[src/sv/csq_pkg.sv]
`timescale 1ns / 1ps
// Shared types, constants and helpers for the chord step sequencer.
// Depends on nothing; csq_mod_unit and chord_step_sequencer import it.
package csq_pkg;

    localparam int DEF_NUM_BANKS = 4;
    localparam int DEF_MAX_STEPS = 16;

    // Step entry layout in the pattern memory: tie, gate, chord index.
    localparam int ENTRY_W   = 4;
    localparam int ENTRY_TIE  = 0;
    localparam int ENTRY_GATE = 1;
    localparam int ENTRY_CHORD_LO = 2;

    // Remainder unit operand widths. The divisor covers the ping-pong period
    // of the longest pattern allowed (2 * MAX_STEPS - 2).
    localparam int DIVIDEND_W = 32;
    localparam int DIVISOR_W  = 7;

    localparam logic [31:0] RNG_SEED = 32'h9adf_ace1;
    localparam int XS_SHIFT_A = 13;
    localparam int XS_SHIFT_B = 17;
    localparam int XS_SHIFT_C = 5;

    localparam logic [2:0] OP_WRITE = 3'd0;
    localparam logic [2:0] OP_FIRE  = 3'd1;
    localparam logic [2:0] OP_BANK  = 3'd2;
    localparam logic [2:0] OP_START = 3'd3;
    localparam logic [2:0] OP_STOP  = 3'd4;

    localparam logic [1:0] DIR_FORWARD  = 2'd0;
    localparam logic [1:0] DIR_REVERSE  = 2'd1;
    localparam logic [1:0] DIR_PINGPONG = 2'd2;
    localparam logic [1:0] DIR_RANDOM   = 2'd3;

    localparam logic REG_STEP_COUNT = 1'b0;
    localparam logic REG_DIRECTION  = 1'b1;

    typedef struct packed {
        logic [2:0]  op;
        logic [31:0] step_number;
        logic [1:0]  bank_index;
        logic [3:0]  entry_step;
        logic        entry_tie;
        logic        entry_gate;
        logic [1:0]  entry_chord;
    } cmd_beat_t;

    typedef struct packed {
        logic       release_valid;
        logic [1:0] released_chord;
        logic       trigger_valid;
        logic [1:0] trigger_chord;
        logic [3:0] played_step;
        logic       held;
    } res_beat_t;

    typedef struct packed {
        logic                  start;
        logic                  short_op;
        logic [DIVIDEND_W-1:0] dividend;
        logic [DIVISOR_W-1:0]  divisor;
    } div_req_t;

    typedef struct packed {
        logic                 busy;
        logic                 done;
        logic [DIVISOR_W-1:0] remainder;
    } div_rsp_t;

    function automatic logic [31:0] xorshift32(input logic [31:0] x);
        logic [31:0] a;
        logic [31:0] b;
        a = x ^ (x << XS_SHIFT_A);
        b = a ^ (a >> XS_SHIFT_B);
        return b ^ (b << XS_SHIFT_C);
    endfunction

endpackage

[src/sv/csq_ram.sv]
`timescale 1ns / 1ps
// Generic single-port-write, single-port-read RAM with a registered read.
// Depends on nothing.
module csq_ram #(
    parameter int WIDTH = 4,
    parameter int DEPTH = 64
) (
    input  logic                     clk,
    input  logic                     wr_en,
    input  logic [$clog2(DEPTH)-1:0] wr_addr,
    input  logic [WIDTH-1:0]         wr_data,
    input  logic                     rd_en,
    input  logic [$clog2(DEPTH)-1:0] rd_addr,
    output logic [WIDTH-1:0]         rd_data
);

    logic [WIDTH-1:0] mem [DEPTH];
    logic [WIDTH-1:0] rd_data_reg;

    always_ff @(posedge clk)
    begin
        if (wr_en)
        begin
            mem[wr_addr] <= wr_data;
        end
        if (rd_en)
        begin
            rd_data_reg <= mem[rd_addr];
        end
    end

    assign rd_data = rd_data_reg;

endmodule

[src/sv/csq_mod_unit.sv]
`timescale 1ns / 1ps
// Bit-serial remainder unit: one restoring step per cycle.
// Depends on csq_pkg for the request and response structs.
module csq_mod_unit
    import csq_pkg::*;
#(
    parameter int MAX_STEPS = DEF_MAX_STEPS
) (
    input  logic     clk,
    input  logic     rst_n,
    input  div_req_t req,
    output div_rsp_t rsp
);

    // A short operation only needs the bits of a stored pattern step.
    localparam int SHORT_BITS = $clog2(MAX_STEPS);
    localparam int CNT_W      = $clog2(DIVIDEND_W + 1);

    logic                  busy_reg;
    logic                  done_reg;
    logic [CNT_W-1:0]      count_reg;
    logic [DIVIDEND_W-1:0] dvd_reg;
    logic [DIVISOR_W-1:0]  dvs_reg;
    logic [DIVISOR_W-1:0]  rem_reg;
    logic [DIVISOR_W:0]    shifted;
    logic [DIVISOR_W+1:0]  trial;
    logic [DIVISOR_W-1:0]  rem_next;

    always_comb
    begin
        shifted = {rem_reg, dvd_reg[DIVIDEND_W-1]};
        trial   = {1'b0, shifted} - {2'b00, dvs_reg};
        if (trial[DIVISOR_W+1])
        begin
            rem_next = shifted[DIVISOR_W-1:0];
        end
        else
        begin
            rem_next = trial[DIVISOR_W-1:0];
        end
    end

    always_ff @(posedge clk or negedge rst_n)
    begin
        if (!rst_n)
        begin
            busy_reg  <= 1'b0;
            done_reg  <= 1'b0;
            count_reg <= '0;
        end
        else
        begin
            done_reg <= 1'b0;
            if (req.start)
            begin
                busy_reg <= 1'b1;
                rem_reg  <= '0;
                dvs_reg  <= req.divisor;
                if (req.short_op)
                begin
                    dvd_reg   <= req.dividend << (DIVIDEND_W - SHORT_BITS);
                    count_reg <= CNT_W'(SHORT_BITS);
                end
                else
                begin
                    dvd_reg   <= req.dividend;
                    count_reg <= CNT_W'(DIVIDEND_W);
                end
            end
            else if (busy_reg)
            begin
                rem_reg   <= rem_next;
                dvd_reg   <= dvd_reg << 1;
                count_reg <= count_reg - 1'b1;
                if (count_reg == CNT_W'(1))
                begin
                    busy_reg <= 1'b0;
                    done_reg <= 1'b1;
                end
            end
        end
    end

    assign rsp.busy      = busy_reg;
    assign rsp.done      = done_reg;
    assign rsp.remainder = rem_reg;

endmodule

[src/sv/chord_step_sequencer.sv]
`timescale 1ns / 1ps
// Chord step sequencer top level: command sequencer, pattern memory, APB registers.
// Depends on csq_pkg, csq_ram and csq_mod_unit.

// The block takes one command beat at a time and returns exactly one result
// beat for each. A fire command maps the running step number to a pattern
// step with a bit-serial remainder unit that resolves one bit per cycle; in
// forward, reverse or ping-pong mode the unit reduces the whole 32-bit step
// number. Random mode runs the unit twice, first over the stored next step
// and then over the new xorshift word; a ping-pong pattern of length one
// skips the unit. Write, bank, start and stop commands go from acceptance
// straight to the finishing state. The pattern table lives in a synchronous
// RAM with no clearing pass: a step must be written before it is fired. The
// result sits in an output register, so a new command is taken while the
// previous result still waits on the result channel; a finished result only
// stalls the sequencer when the register is still full. Configuration writes
// go through the APB port and are meant for idle periods only.
module chord_step_sequencer
    import csq_pkg::*;
#(
    parameter int NUM_BANKS = DEF_NUM_BANKS,
    parameter int MAX_STEPS = DEF_MAX_STEPS
) (
    input  logic        clk,
    input  logic        rst_n,
    input  logic        cmd_valid,
    output logic        cmd_stall,
    input  cmd_beat_t   cmd,
    output logic        res_valid,
    input  logic        res_stall,
    output res_beat_t   res,
    input  logic        psel,
    input  logic        penable,
    input  logic        pwrite,
    input  logic [2:0]  paddr,
    input  logic [31:0] pwdata,
    output logic [31:0] prdata,
    output logic        pready
);

    localparam int DEPTH  = NUM_BANKS * MAX_STEPS;
    localparam int ADDR_W = $clog2(DEPTH);
    localparam int STEP_W = $clog2(MAX_STEPS);

    typedef enum logic [2:0] {
        S_IDLE,
        S_DIV_A,
        S_DIV_B,
        S_READ,
        S_FINAL
    } state_t;

    // Configuration registers.
    logic [4:0] step_count_reg;
    logic [1:0] direction_reg;
    logic       cfg_write;

    // Sequencer state.
    state_t            state_reg;
    cmd_beat_t         item_reg;
    logic [STEP_W-1:0] pstep_reg;
    logic [31:0]       rng_reg;
    logic [STEP_W-1:0] nrs_reg;
    logic [1:0]        bank_reg;
    logic              sounding_reg;
    logic [1:0]        chord_reg;
    res_beat_t         res_reg;
    logic              res_valid_reg;

    logic                 accept;
    logic                 out_free;
    logic                 commit;
    logic [DIVISOR_W-1:0] len;
    logic [DIVISOR_W-1:0] period;
    logic [DIVISOR_W-1:0] rem;
    logic [STEP_W-1:0]    pstep_first;
    logic [31:0]          rng_next;
    div_req_t             div_req;
    div_rsp_t             div_rsp;

    logic              wr_en;
    logic [ADDR_W-1:0] wr_addr;
    logic              rd_en;
    logic [ADDR_W-1:0] rd_addr;
    logic [ENTRY_W-1:0] entry;

    res_beat_t  res_next;
    logic       sounding_next;
    logic [1:0] chord_next;
    logic [1:0] bank_next;
    logic [1:0] bank_req;

    // ------------------------------------------------------------------
    // APB register file. Only the word address bit selects a register.
    // ------------------------------------------------------------------
    assign pready    = 1'b1;
    assign cfg_write = psel && penable && pwrite;

    always_ff @(posedge clk or negedge rst_n)
    begin
        if (!rst_n)
        begin
            step_count_reg <= 5'd16;
            direction_reg  <= DIR_FORWARD;
        end
        else if (cfg_write)
        begin
            unique case (paddr[2])
                REG_STEP_COUNT: step_count_reg <= pwdata[4:0];
                REG_DIRECTION:  direction_reg  <= pwdata[1:0];
                default:        ;
            endcase
        end
    end

    always_comb
    begin
        unique case (paddr[2])
            REG_STEP_COUNT: prdata = {27'd0, step_count_reg};
            REG_DIRECTION:  prdata = {30'd0, direction_reg};
            default:        prdata = '0;
        endcase
    end

    // ------------------------------------------------------------------
    // Pattern length and step mapping.
    // ------------------------------------------------------------------
    always_comb
    begin
        if (step_count_reg == 5'd0)
        begin
            len = DIVISOR_W'(1);
        end
        else if (int'(step_count_reg) > MAX_STEPS)
        begin
            len = DIVISOR_W'(MAX_STEPS);
        end
        else
        begin
            len = DIVISOR_W'(step_count_reg);
        end
    end

    // The period wraps correctly in DIVISOR_W bits even for the longest pattern.
    assign period   = (len << 1) - DIVISOR_W'(2);
    assign rem      = div_rsp.remainder;
    assign rng_next = xorshift32(rng_reg);

    always_comb
    begin
        unique case (direction_reg)
            DIR_REVERSE:  pstep_first = STEP_W'(len - DIVISOR_W'(1) - rem);
            DIR_PINGPONG: pstep_first = (rem < len) ? STEP_W'(rem) : STEP_W'(period - rem);
            default:      pstep_first = STEP_W'(rem);
        endcase
    end

    assign cmd_stall = (state_reg != S_IDLE);
    assign accept    = cmd_valid && !cmd_stall;
    assign out_free  = !res_valid_reg || !res_stall;
    assign commit    = (state_reg == S_FINAL) && out_free;

    always_comb
    begin
        div_req = '0;
        if (accept && (cmd.op == OP_FIRE))
        begin
            div_req.start    = !((direction_reg == DIR_PINGPONG) && (len == DIVISOR_W'(1)));
            div_req.short_op = (direction_reg == DIR_RANDOM);
            div_req.divisor  = (direction_reg == DIR_PINGPONG) ? period : len;
            div_req.dividend = (direction_reg == DIR_RANDOM) ?
                               DIVIDEND_W'(nrs_reg) : cmd.step_number;
        end
        else if ((state_reg == S_DIV_A) && div_rsp.done && (direction_reg == DIR_RANDOM))
        begin
            // Second pass draws the next random step from the advanced word.
            div_req.start    = 1'b1;
            div_req.divisor  = len;
            div_req.dividend = rng_next;
        end
    end

    csq_mod_unit #(
        .MAX_STEPS (MAX_STEPS)
    ) u_mod (
        .clk   (clk),
        .rst_n (rst_n),
        .req   (div_req),
        .rsp   (div_rsp)
    );

    // ------------------------------------------------------------------
    // Pattern memory. Writes happen as the write command is taken; a fire
    // reads one entry of the current bank once the step is known.
    // ------------------------------------------------------------------
    assign wr_en   = accept && (cmd.op == OP_WRITE) && (int'(cmd.bank_index) < NUM_BANKS)
                     && (int'(cmd.entry_step) < MAX_STEPS);
    assign wr_addr = ADDR_W'(int'(cmd.bank_index) * MAX_STEPS + int'(cmd.entry_step));
    assign rd_en   = (state_reg == S_READ);
    assign rd_addr = ADDR_W'(int'(bank_reg) * MAX_STEPS + int'(pstep_reg));

    csq_ram #(
        .WIDTH (ENTRY_W),
        .DEPTH (DEPTH)
    ) u_table (
        .clk     (clk),
        .wr_en   (wr_en),
        .wr_addr (wr_addr),
        .wr_data ({cmd.entry_chord, cmd.entry_gate, cmd.entry_tie}),
        .rd_en   (rd_en),
        .rd_addr (rd_addr),
        .rd_data (entry)
    );

    // ------------------------------------------------------------------
    // Result and chord state for the finishing command.
    // ------------------------------------------------------------------
    assign bank_req = (int'(item_reg.bank_index) >= NUM_BANKS) ?
                      2'(NUM_BANKS - 1) : item_reg.bank_index;

    always_comb
    begin
        res_next      = '0;
        sounding_next = sounding_reg;
        chord_next    = chord_reg;
        bank_next     = bank_reg;
        unique case (item_reg.op)
            OP_FIRE:
            begin
                res_next.played_step = 4'(pstep_reg);
                if (entry[ENTRY_TIE])
                begin
                    res_next.held = 1'b1;
                end
                else
                begin
                    res_next.release_valid  = sounding_reg;
                    res_next.released_chord = sounding_reg ? chord_reg : 2'd0;
                    sounding_next           = 1'b0;
                    if (entry[ENTRY_GATE])
                    begin
                        chord_next             = entry[ENTRY_CHORD_LO +: 2];
                        sounding_next          = 1'b1;
                        res_next.trigger_valid = 1'b1;
                        res_next.trigger_chord = entry[ENTRY_CHORD_LO +: 2];
                    end
                end
            end
            OP_BANK:
            begin
                if (bank_req != bank_reg)
                begin
                    res_next.release_valid  = sounding_reg;
                    res_next.released_chord = sounding_reg ? chord_reg : 2'd0;
                    sounding_next           = 1'b0;
                    bank_next               = bank_req;
                end
            end
            OP_START:
            begin
                sounding_next = 1'b0;
            end
            OP_STOP:
            begin
                res_next.release_valid  = sounding_reg;
                res_next.released_chord = sounding_reg ? chord_reg : 2'd0;
                sounding_next           = 1'b0;
            end
            default:
            begin
                // Writes and unknown commands return an empty beat.
            end
        endcase
    end

    // ------------------------------------------------------------------
    // Sequencer.
    // ------------------------------------------------------------------
    always_ff @(posedge clk or negedge rst_n)
    begin
        if (!rst_n)
        begin
            state_reg     <= S_IDLE;
            pstep_reg     <= '0;
            rng_reg       <= RNG_SEED;
            nrs_reg       <= '0;
            bank_reg      <= 2'd0;
            sounding_reg  <= 1'b0;
            chord_reg     <= 2'd0;
            res_valid_reg <= 1'b0;
        end
        else
        begin
            // A beat that leaves as the next one is committed is simply replaced.
            if (res_valid_reg && !res_stall && !commit)
            begin
                res_valid_reg <= 1'b0;
            end
            unique case (state_reg)
                S_IDLE:
                begin
                    if (accept)
                    begin
                        item_reg <= cmd;
                        if (cmd.op == OP_FIRE)
                        begin
                            pstep_reg <= '0;
                            state_reg <= div_req.start ? S_DIV_A : S_READ;
                        end
                        else
                        begin
                            state_reg <= S_FINAL;
                        end
                    end
                end
                S_DIV_A:
                begin
                    if (div_rsp.done)
                    begin
                        pstep_reg <= pstep_first;
                        if (direction_reg == DIR_RANDOM)
                        begin
                            rng_reg   <= rng_next;
                            state_reg <= S_DIV_B;
                        end
                        else
                        begin
                            state_reg <= S_READ;
                        end
                    end
                end
                S_DIV_B:
                begin
                    if (div_rsp.done)
                    begin
                        nrs_reg   <= STEP_W'(rem);
                        state_reg <= S_READ;
                    end
                end
                S_READ:
                begin
                    state_reg <= S_FINAL;
                end
                S_FINAL:
                begin
                    if (out_free)
                    begin
                        res_reg       <= res_next;
                        res_valid_reg <= 1'b1;
                        sounding_reg  <= sounding_next;
                        chord_reg     <= chord_next;
                        bank_reg      <= bank_next;
                        state_reg     <= S_IDLE;
                    end
                end
                default:
                begin
                    state_reg <= S_IDLE;
                end
            endcase
        end
    end

    assign res_valid = res_valid_reg;
    assign res       = res_reg;

    // ------------------------------------------------------------------
    // Checks.
    // ------------------------------------------------------------------
    a_done_in_divide: assert property (@(posedge clk) disable iff (!rst_n)
        div_rsp.done |-> ((state_reg == S_DIV_A) || (state_reg == S_DIV_B)))
        else $error("remainder finished outside a divide state");

    a_read_then_final: assert property (@(posedge clk) disable iff (!rst_n)
        (state_reg == S_READ) |=> (state_reg == S_FINAL))
        else $error("pattern read not followed by the finishing state");

    a_release_needs_sound: assert property (@(posedge clk) disable iff (!rst_n)
        (commit && res_next.release_valid) |-> sounding_reg)
        else $error("release issued with nothing sounding");

    a_trigger_sounds: assert property (@(posedge clk) disable iff (!rst_n)
        (commit && res_next.trigger_valid) |=>
        (sounding_reg && (chord_reg == $past(res_next.trigger_chord))))
        else $error("triggered chord not recorded as sounding");

    a_stalled_final_waits: assert property (@(posedge clk) disable iff (!rst_n)
        ((state_reg == S_FINAL) && res_valid_reg && res_stall) |=>
        ((state_reg == S_FINAL) && res_valid_reg))
        else $error("result overwritten while the output register was full");

endmodule
[config.mk]
export PLATFORM = sky130hd
export DESIGN_NAME = chord_step_sequencer
export DESIGN_NICKNAME = d
export VERILOG_FILES = /design/src/sv/csq_pkg.sv /design/src/sv/csq_ram.sv /design/src/sv/csq_mod_unit.sv /design/src/sv/chord_step_sequencer.sv
export SDC_FILE = /design/constraint.sdc
export NUM_CORES = 1
export LEC_CHECK = 0
export BUFFER_PORTS_ARGS = -buffer_cell sky130_fd_sc_hd__buf_4
export CAP_MARGIN = 40
export CORE_ASPECT_RATIO = 0.8
export CORE_MARGIN = 5
export CORE_UTILIZATION = 60
export CTS_CLUSTER_SIZE = 14
export DETAILED_ROUTE_END_ITERATION = 16
export HOLD_SLACK_MARGIN = 0.03
export PLACE_DENSITY = 0.8
export SLEW_MARGIN = 20
export SYNTH_ARGS = -nofsm -noshare
export SYNTH_HDL_FRONTEND = slang
export SYNTH_SLANG_ARGS = --single-unit
[constraint.sdc]
create_clock -name clk -period 9.51 [get_ports clk]
set_input_delay 0.4755 -clock clk [delete_from_list [all_inputs] [get_ports clk]]
set_output_delay 0.4755 -clock clk [all_outputs]
set_load 0.01 [all_outputs]
==> Word level (Yosys, flattened, before mapping) <==
Memory sizes are Yosys's and may differ from the RTL's. A register that Yosys moved wholly into a read port is not among the register bits.
Cells that the tools add are included.
{ "word_totals": {"register_bits": 126, "latch_bits": 0, "mem_bits_rw": 256, "rom_bits": 0, "in_bits": 87, "out_inout_bits": 46, "wordCells": 157, "mem_count": 1} }
{ "mem_list": {"columns": ["memory", "depth", "width", "rd", "rd_ports_with_merged_regs", "wr", "line_no", "text"], "rows": [
  ["u_table.mem", 64, 4, 1, 1, 1, "csq_ram.sv:17", "logic [WIDTH-1:0] mem [DEPTH];"]
]} }
{ "classes": {"add_sub_neg": 8, "n_mul": 0, "div_mod_pow": 0, "n_lt_le_gt_ge": 2, "n_eq_ne": 22, "shifts": 0, "n_mux": 53, "bitwise_logic": 7, "n_reduce_logical": 40} }
{ "op_table": {"columns": ["operator", "n"], "rows": [
  ["$mux 32", 4],
  ["$mux 39", 2],
  ["$pmux 32 s2", 1],
  ["$xor 32x32->32", 2],
  ["$xor 32x15->32", 1],
  ["$mux 6", 4],
  ["$mux 3", 7],
  ["$mux 7", 3],
  ["$mux 1", 19],
  ["$mux 4", 4],
  ["$pmux 4 s2", 2],
  ["$pmux 3 s5", 1],
  ["$add 6x4->6", 2],
  ["$eq 3x2->1 const B", 4],
  ["$reduce_and 4->1", 3],
  ["$logic_and 1x1->1", 11],
  ["$mux 5", 2],
  ["$ne 2x2->1 const B", 5],
  ["$reduce_and 2->1", 5],
  ["$reduce_and 5->1", 2],
  ["$eq 3x1->1 const B", 3],
  ["$pmux 3 s3", 1],
  ["$reduce_and 3->1", 3],
  ["$sub 8x7->9", 1],
  ["24 further kinds", 40]
]} }

==> Logic depth before layout (Yosys ltp) <==
{ "logic_depth": {"depth_word": 11, "mapped_depth": 11, "depth_no_buf": 11} }

==> Modules after synthesis <==
Synthesis repeated with hierarchy kept, for this count alone.
{ "hier_totals": {"hier_cells": 1303, "area_unflattened_um2": 18333.8} }
{ "modules_own_cells": {"columns": ["module", "instances", "cells_per_inst", "area_per_inst_um2", "seq_area_each_um2"], "rows": [
  ["csq_ram", 1, 521, 10447.5, 7807.5],
  ["chord_step_sequencer", 1, 519, 5137.4, 1906.8],
  ["csq_mod_unit", 1, 263, 2748.9, 1581.5]
]} }

==> Worst setup path before layout <==
No wires, ideal clock.
{ "synth_path": {"path_kind": "flip-flop to flip-flop", "start": "register state_reg[2]", "end": "register u_mod.dvd_reg[0], enable pin", "setup_time_ns": 0.421, "arrival_time_ns": 2.993, "t_required_ns": 9.089, "slack_ns": 6.096, "stages_incl_launch_ff": 8, "synth_period_minus_slack_ns": 3.414, "cell_sequence": "dfrtp_1 -> buf_2 -> or4b_4 -> nor2_4 -> o22a_1 -> buf_2 -> nor2_1 -> nor2_1"} }
{ "synth_between": {"elab_chain_cells": 7} }
{ "synth_rtl": {"columns": ["element", "line_no", "text"], "rows": [
  ["from (decl)", "chord_step_sequencer.sv:59", "state_t state_reg;"],
  ["from (signal assigned)", "chord_step_sequencer.sv:308", "state_reg <= div_req.start ? S_DIV_A : S_READ;"],
  ["$eq 3x1->1 / $reduce_bool 3->1 (equally long branches)", "chord_step_sequencer.sv:174, chord_step_sequencer.sv:158", null],
  ["$logic_and 1x1->1 / $logic_not 1->1 (equally long branches)", "chord_step_sequencer.sv:174, chord_step_sequencer.sv:159", null],
  ["$logic_and 1x1->1, on equally long branches", "chord_step_sequencer.sv:174, chord_step_sequencer.sv:159", null],
  ["$mux 1 / $logic_and 1x1->1 (equally long branches)", "chord_step_sequencer.sv:174, chord_step_sequencer.sv:166", null],
  ["$mux 1 (*)", "chord_step_sequencer.sv:166", "if (accept && (cmd.op == OP_FIRE))"],
  ["$reduce_bool 2->1 (no source line) (*)", null, null],
  ["$reduce_and 2->1 (no source line) (*)", null, null],
  ["to (signal assigned)", "csq_mod_unit.sv:61", "dvd_reg <= req.dividend << (DIVIDEND_W - SHORT_BITS);"],
  ["to (signal assigned)", "csq_mod_unit.sv:66", "dvd_reg <= req.dividend;"],
  ["to (signal assigned)", "csq_mod_unit.sv:73", "dvd_reg <= dvd_reg << 1;"],
  ["to (decl)", "csq_mod_unit.sv:22", "logic [DIVIDEND_W-1:0] dvd_reg;"]
]} }
Every way passes the cells marked *; elsewhere a longest branch is shown, timed or not.
A chain may end at the register's enable or synchronous reset.

==> Worst setup path after layout <==
{ "layout_path": {"start": "register state_reg[2]", "end": "memory u_table.mem[23][1], enable pin"} }
{ "layout_between": {"elab_chain_cells": 6} }
{ "layout_rtl": {"columns": ["element", "line_no", "text"], "rows": [
  ["$reduce_bool 3->1", "chord_step_sequencer.sv:158", "assign cmd_stall = (state_reg != S_IDLE);"],
  ["$logic_not 1->1", "chord_step_sequencer.sv:159", "assign accept = cmd_valid && !cmd_stall;"],
  ["$logic_and 1x1->1", "chord_step_sequencer.sv:159", null],
  ["$logic_and 1x1->1", "chord_step_sequencer.sv:196", "assign wr_en = accept && (cmd.op == OP_WRITE) && (int'(cmd.bank_index) < NUM_BANKS)"],
  ["$mux 1", "csq_ram.sv:22", "if (wr_en)"],
  ["$mux 1 (not written as such)", "csq_ram.sv:24", "mem[wr_addr] <= wr_data;"],
  ["to (decl)", "csq_ram.sv:17", null]
]} }
Every way passes these cells.

==> flow_metrics.env <==
export IMPL_outcome="finished clean"
export IMPL_area_growth_pct=11.9
export IMPL_final_core_util_pct=67.9
export IMPL_die_area_um2=33100
export IMPL_combPwrFrac_pct=22.7
export IMPL_pwr_share_clk_pct=32.7
export IMPL_ctsRootBufferMaster="clkbuf_16"
export IMPL_synth_edff_count=322
export IMPL_drv_slew=0
export IMPL_drive_above_1_share_pct=20.7
export IMPL_syn_inst=1221
export IMPL_regToRegSetupSlack_ns=6.06
export IMPL_ys_ff_latch=386
export IMPL_cts_resized=0
export IMPL_placementRows=56
export IMPL_post_route_period_util_pct=36.3
export IMPL_sw_frac_of_total_pct=28.5
export IMPL_setup_violations_final=0
export IMPL_via_per_inst=6.08
export IMPL_antenna_found_initial=0
export IMPL_ys_dominant_reg_cell="edfxtp_1"
export IMPL_start_util_pct=60.7
export IMPL_p_leak_nw=7.09
export IMPL_synth_distinct_cells=63
export IMPL_drtAntennaViolNets=0
export IMPL_final_setup_skew_ns=0.0208
export IMPL_cts_setup_buffers=0
export IMPL_period_minus_slack_ns=3.45
export IMPL_port_buffers=75
export IMPL_synth_area_leaders="edfxtp_1, mux4_2, dfrtp_1"
export IMPL_largest_register_ff_count=256
export IMPL_start_kind="flip-flop"
export IMPL_ir_drop_uv=144
export IMPL_setup_tns_ns=0
export IMPL_r2r_start="state_reg[2]$_DFFE_PN0P_"
export IMPL_reg2reg_depth=5
export IMPL_synth_seq_area_share_pct=63.7
export IMPL_grt_first_pass_wirelength_mm=59.8
export IMPL_power_density_nw_per_um2=240
export IMPL_drt_first_pass_iters=5
export IMPL_maxSlewHeadroom_pct=44.1
export IMPL_worstPathRequired_ns=9.68
export IMPL_clk_pin_slew_ns=0.06
export IMPL_yosysTopAreaCellShare_pct=54.5
export IMPL_cts_buffer_depth=3
export IMPL_grt_setup_unrepaired="no"
export IMPL_p_seq_share_pct=44.6
export IMPL_power_mw=4.76
export IMPL_detail_route_wl_per_cell_um=22.3
export IMPL_fillers=1922
export IMPL_clock_sinks=386
export IMPL_synthXorXnorAreaFrac_pct=6.03
export IMPL_grt_max_degree=65
export IMPL_crit_end="u_table.mem[23][1]$_DFFE_PP_"
export IMPL_crit_type="flip-flop to flip-flop"
export IMPL_cts_tree="built"
export IMPL_clk_latency_ns=0.52
export IMPL_cp_startpoint="state_reg[2]$_DFFE_PN0P_"
export IMPL_finalHoldViolCount=0
export IMPL_hp_start="cmd[43]"
export IMPL_synth_most_common_cell="edfxtp_1"
export IMPL_synth_top_area_cell="edfxtp_1"
export IMPL_drtIter0Drc=1247
export IMPL_p_int_mw=3.41
export IMPL_maxCapViolCount=0
export IMPL_hold_class="input port to flip-flop"
export IMPL_final_nets=1408
export IMPL_syn_area_per_cell_um2=14.5
export IMPL_synthAdderAreaFrac_pct=2.03
export IMPL_overflow=0
export IMPL_route_detailed_drc=0
export IMPL_async_flop_share_pct=16.6
export IMPL_diodes=0
export IMPL_yosys_area_share_simple_pct=8.07
export IMPL_crit_arrival_ns=3.62
export IMPL_io_pins=133
export IMPL_worst_setup_path_end_kind="flip-flop"
export IMPL_core_area_um2=29200
export IMPL_gr_usage_all_layers_pct=23.2
export IMPL_gp_congestion=0.828
export IMPL_regToRegEndpoint="u_table.mem[23][1]$_DFFE_PP_"
export IMPL_tightest_slew_ns=0.833
export IMPL_synth_top_family_by_area="multiplexers"
export IMPL_synth_compound_area_share_pct=5.45
export IMPL_die_width_um=202
export IMPL_synth_common_cells="edfxtp_1, nor2_1, nand2_1, mux4_2, xnor2_1"
export IMPL_die_h_um=164
export IMPL_grt_pass1_vias=10200
export IMPL_max_freq_ghz=0.289
export IMPL_switchingPower_mw=1.36
export IMPL_htreeDepth=2
export IMPL_wl_mm=38.0
export IMPL_numCtsBuffers=39
export IMPL_synth_area_um2=17700
export IMPL_synthMuxAreaShare_pct=11.2
export IMPL_num_vias=10300
export IMPL_yosysWarnings=0
export IMPL_seq_area_um2=11300
export IMPL_hpwl_mm=23.9
export IMPL_cp_max_fo=10
export IMPL_multi_input_area_um2=5940
repair_timing:
action	in CTS	in global routing
setup endpoints to repair	0	0
hold buffers	1	0
hold endpoints to repair	5	0
cell families (layout without fill, tap and decap cells):
family / count (synthesis) / after routing
adders and majority gates: 27 / 27
DFF: 386 / 386
other: 2 / 29
xor gates and xnor gates: 122 / 122
AOI/OAI and AO/OA: 142 / 142
and+or+nand+nor: 317 / 317
buffers and inverters: 117 / 192
muxes: 108 / 108
worst max-delay path, stage by stage, from the launching register on:
cell	delay (ns)
dfrtp_1	0.50
or4b_4	0.64
nor4_1	0.60
and2_1	0.32
nand3_1	0.48
nor2_1	0.55
final cells by class:
cell class	count	area share, %
repair buffers	89	3.52
clock buffers	52	5.59
well taps	377	2.38
flip-flops and latches	386	57.0
multi-input cells	745	29.9
clock inverters	18	0.971
inverters	33	0.624
per-layer routing:
layer | GRT usage (%) | vias to the layer above | routed length (um)
met5 | 0 | - | 0
met4 | 6.01 | 0 | 786
met3 | 4.40 | 66 | 3000
met2 | 36.3 | 442 | 18200
met1 | 34.5 | 5198 | 16000
li1 | - | 4633 | -
power groups by stage:
stage,sequential [mW],clock [mW],combinational [mW]
floorplan,2.08,0,0.826
global placement,2.15,0,1.03
detailed placement,2.15,0,1.06
CTS,2.12,1.58,1.08
global route,2.14,1.66,1.18
finish,2.12,1.56,1.08
stage by stage:
stage	hold WS (ns)	cells	setup WS [ns]	cell area [um2]
floorplan	0.180	1248	6.10	17800
detailed placement	0.481	1628	6.00	18500
finish	0.168	1700	6.06	19800
CTS	0.155	1699	5.98	19800
global placement	0.459	1627	6.04	18500
global route	0.158	1700	5.79	19800
worst min path at each step:
stage,end,slack [ns],depth (start not counted)
after floorplan,bank_reg[0]$_DFFE_PN0P_,0.18,0
after global placement,sounding_reg$_DFFE_PN0P_,0.46,2
after detailed placement,sounding_reg$_DFFE_PN0P_,0.48,2
after CTS,item_reg[43]$_DFFE_PP_,0.15,1
after global routing,item_reg[43]$_DFFE_PP_,0.16,1
final,item_reg[43]$_DFFE_PP_,0.17,1
placed cells by master, fill, tap and decap left out, types with 8 or more instances in the layout:
| master | count |
|---|---|
| edfxtp_1 | 322 |
| nor2_1 | 155 |
| buf_4 | 86 |
| nand2_1 | 75 |
| xnor2_1 | 71 |
| mux4_2 | 71 |
| xor2_1 | 51 |
| clkbuf_16 | 42 |
| dfrtp_1 | 41 |
| inv_1 | 32 |
| conb_1 | 29 |
| a21oi_1 | 27 |
| o21ai_0 | 26 |
| ha_1 | 24 |
| a221oi_1 | 23 |
| dfstp_2 | 20 |
| mux2i_1 | 19 |
| mux2_2 | 18 |
| nor2b_1 | 15 |
| and2_1 | 11 |
| nor3_1 | 10 |
| a211oi_1 | 10 |
| nand3_1 | 10 |
| a21o_1 | 10 |
| a31oi_1 | 9 |
| clkinv_2 | 9 |
| clkbuf_1 | 8 |
No activity file was read; power rests on OpenSTA's default activity.
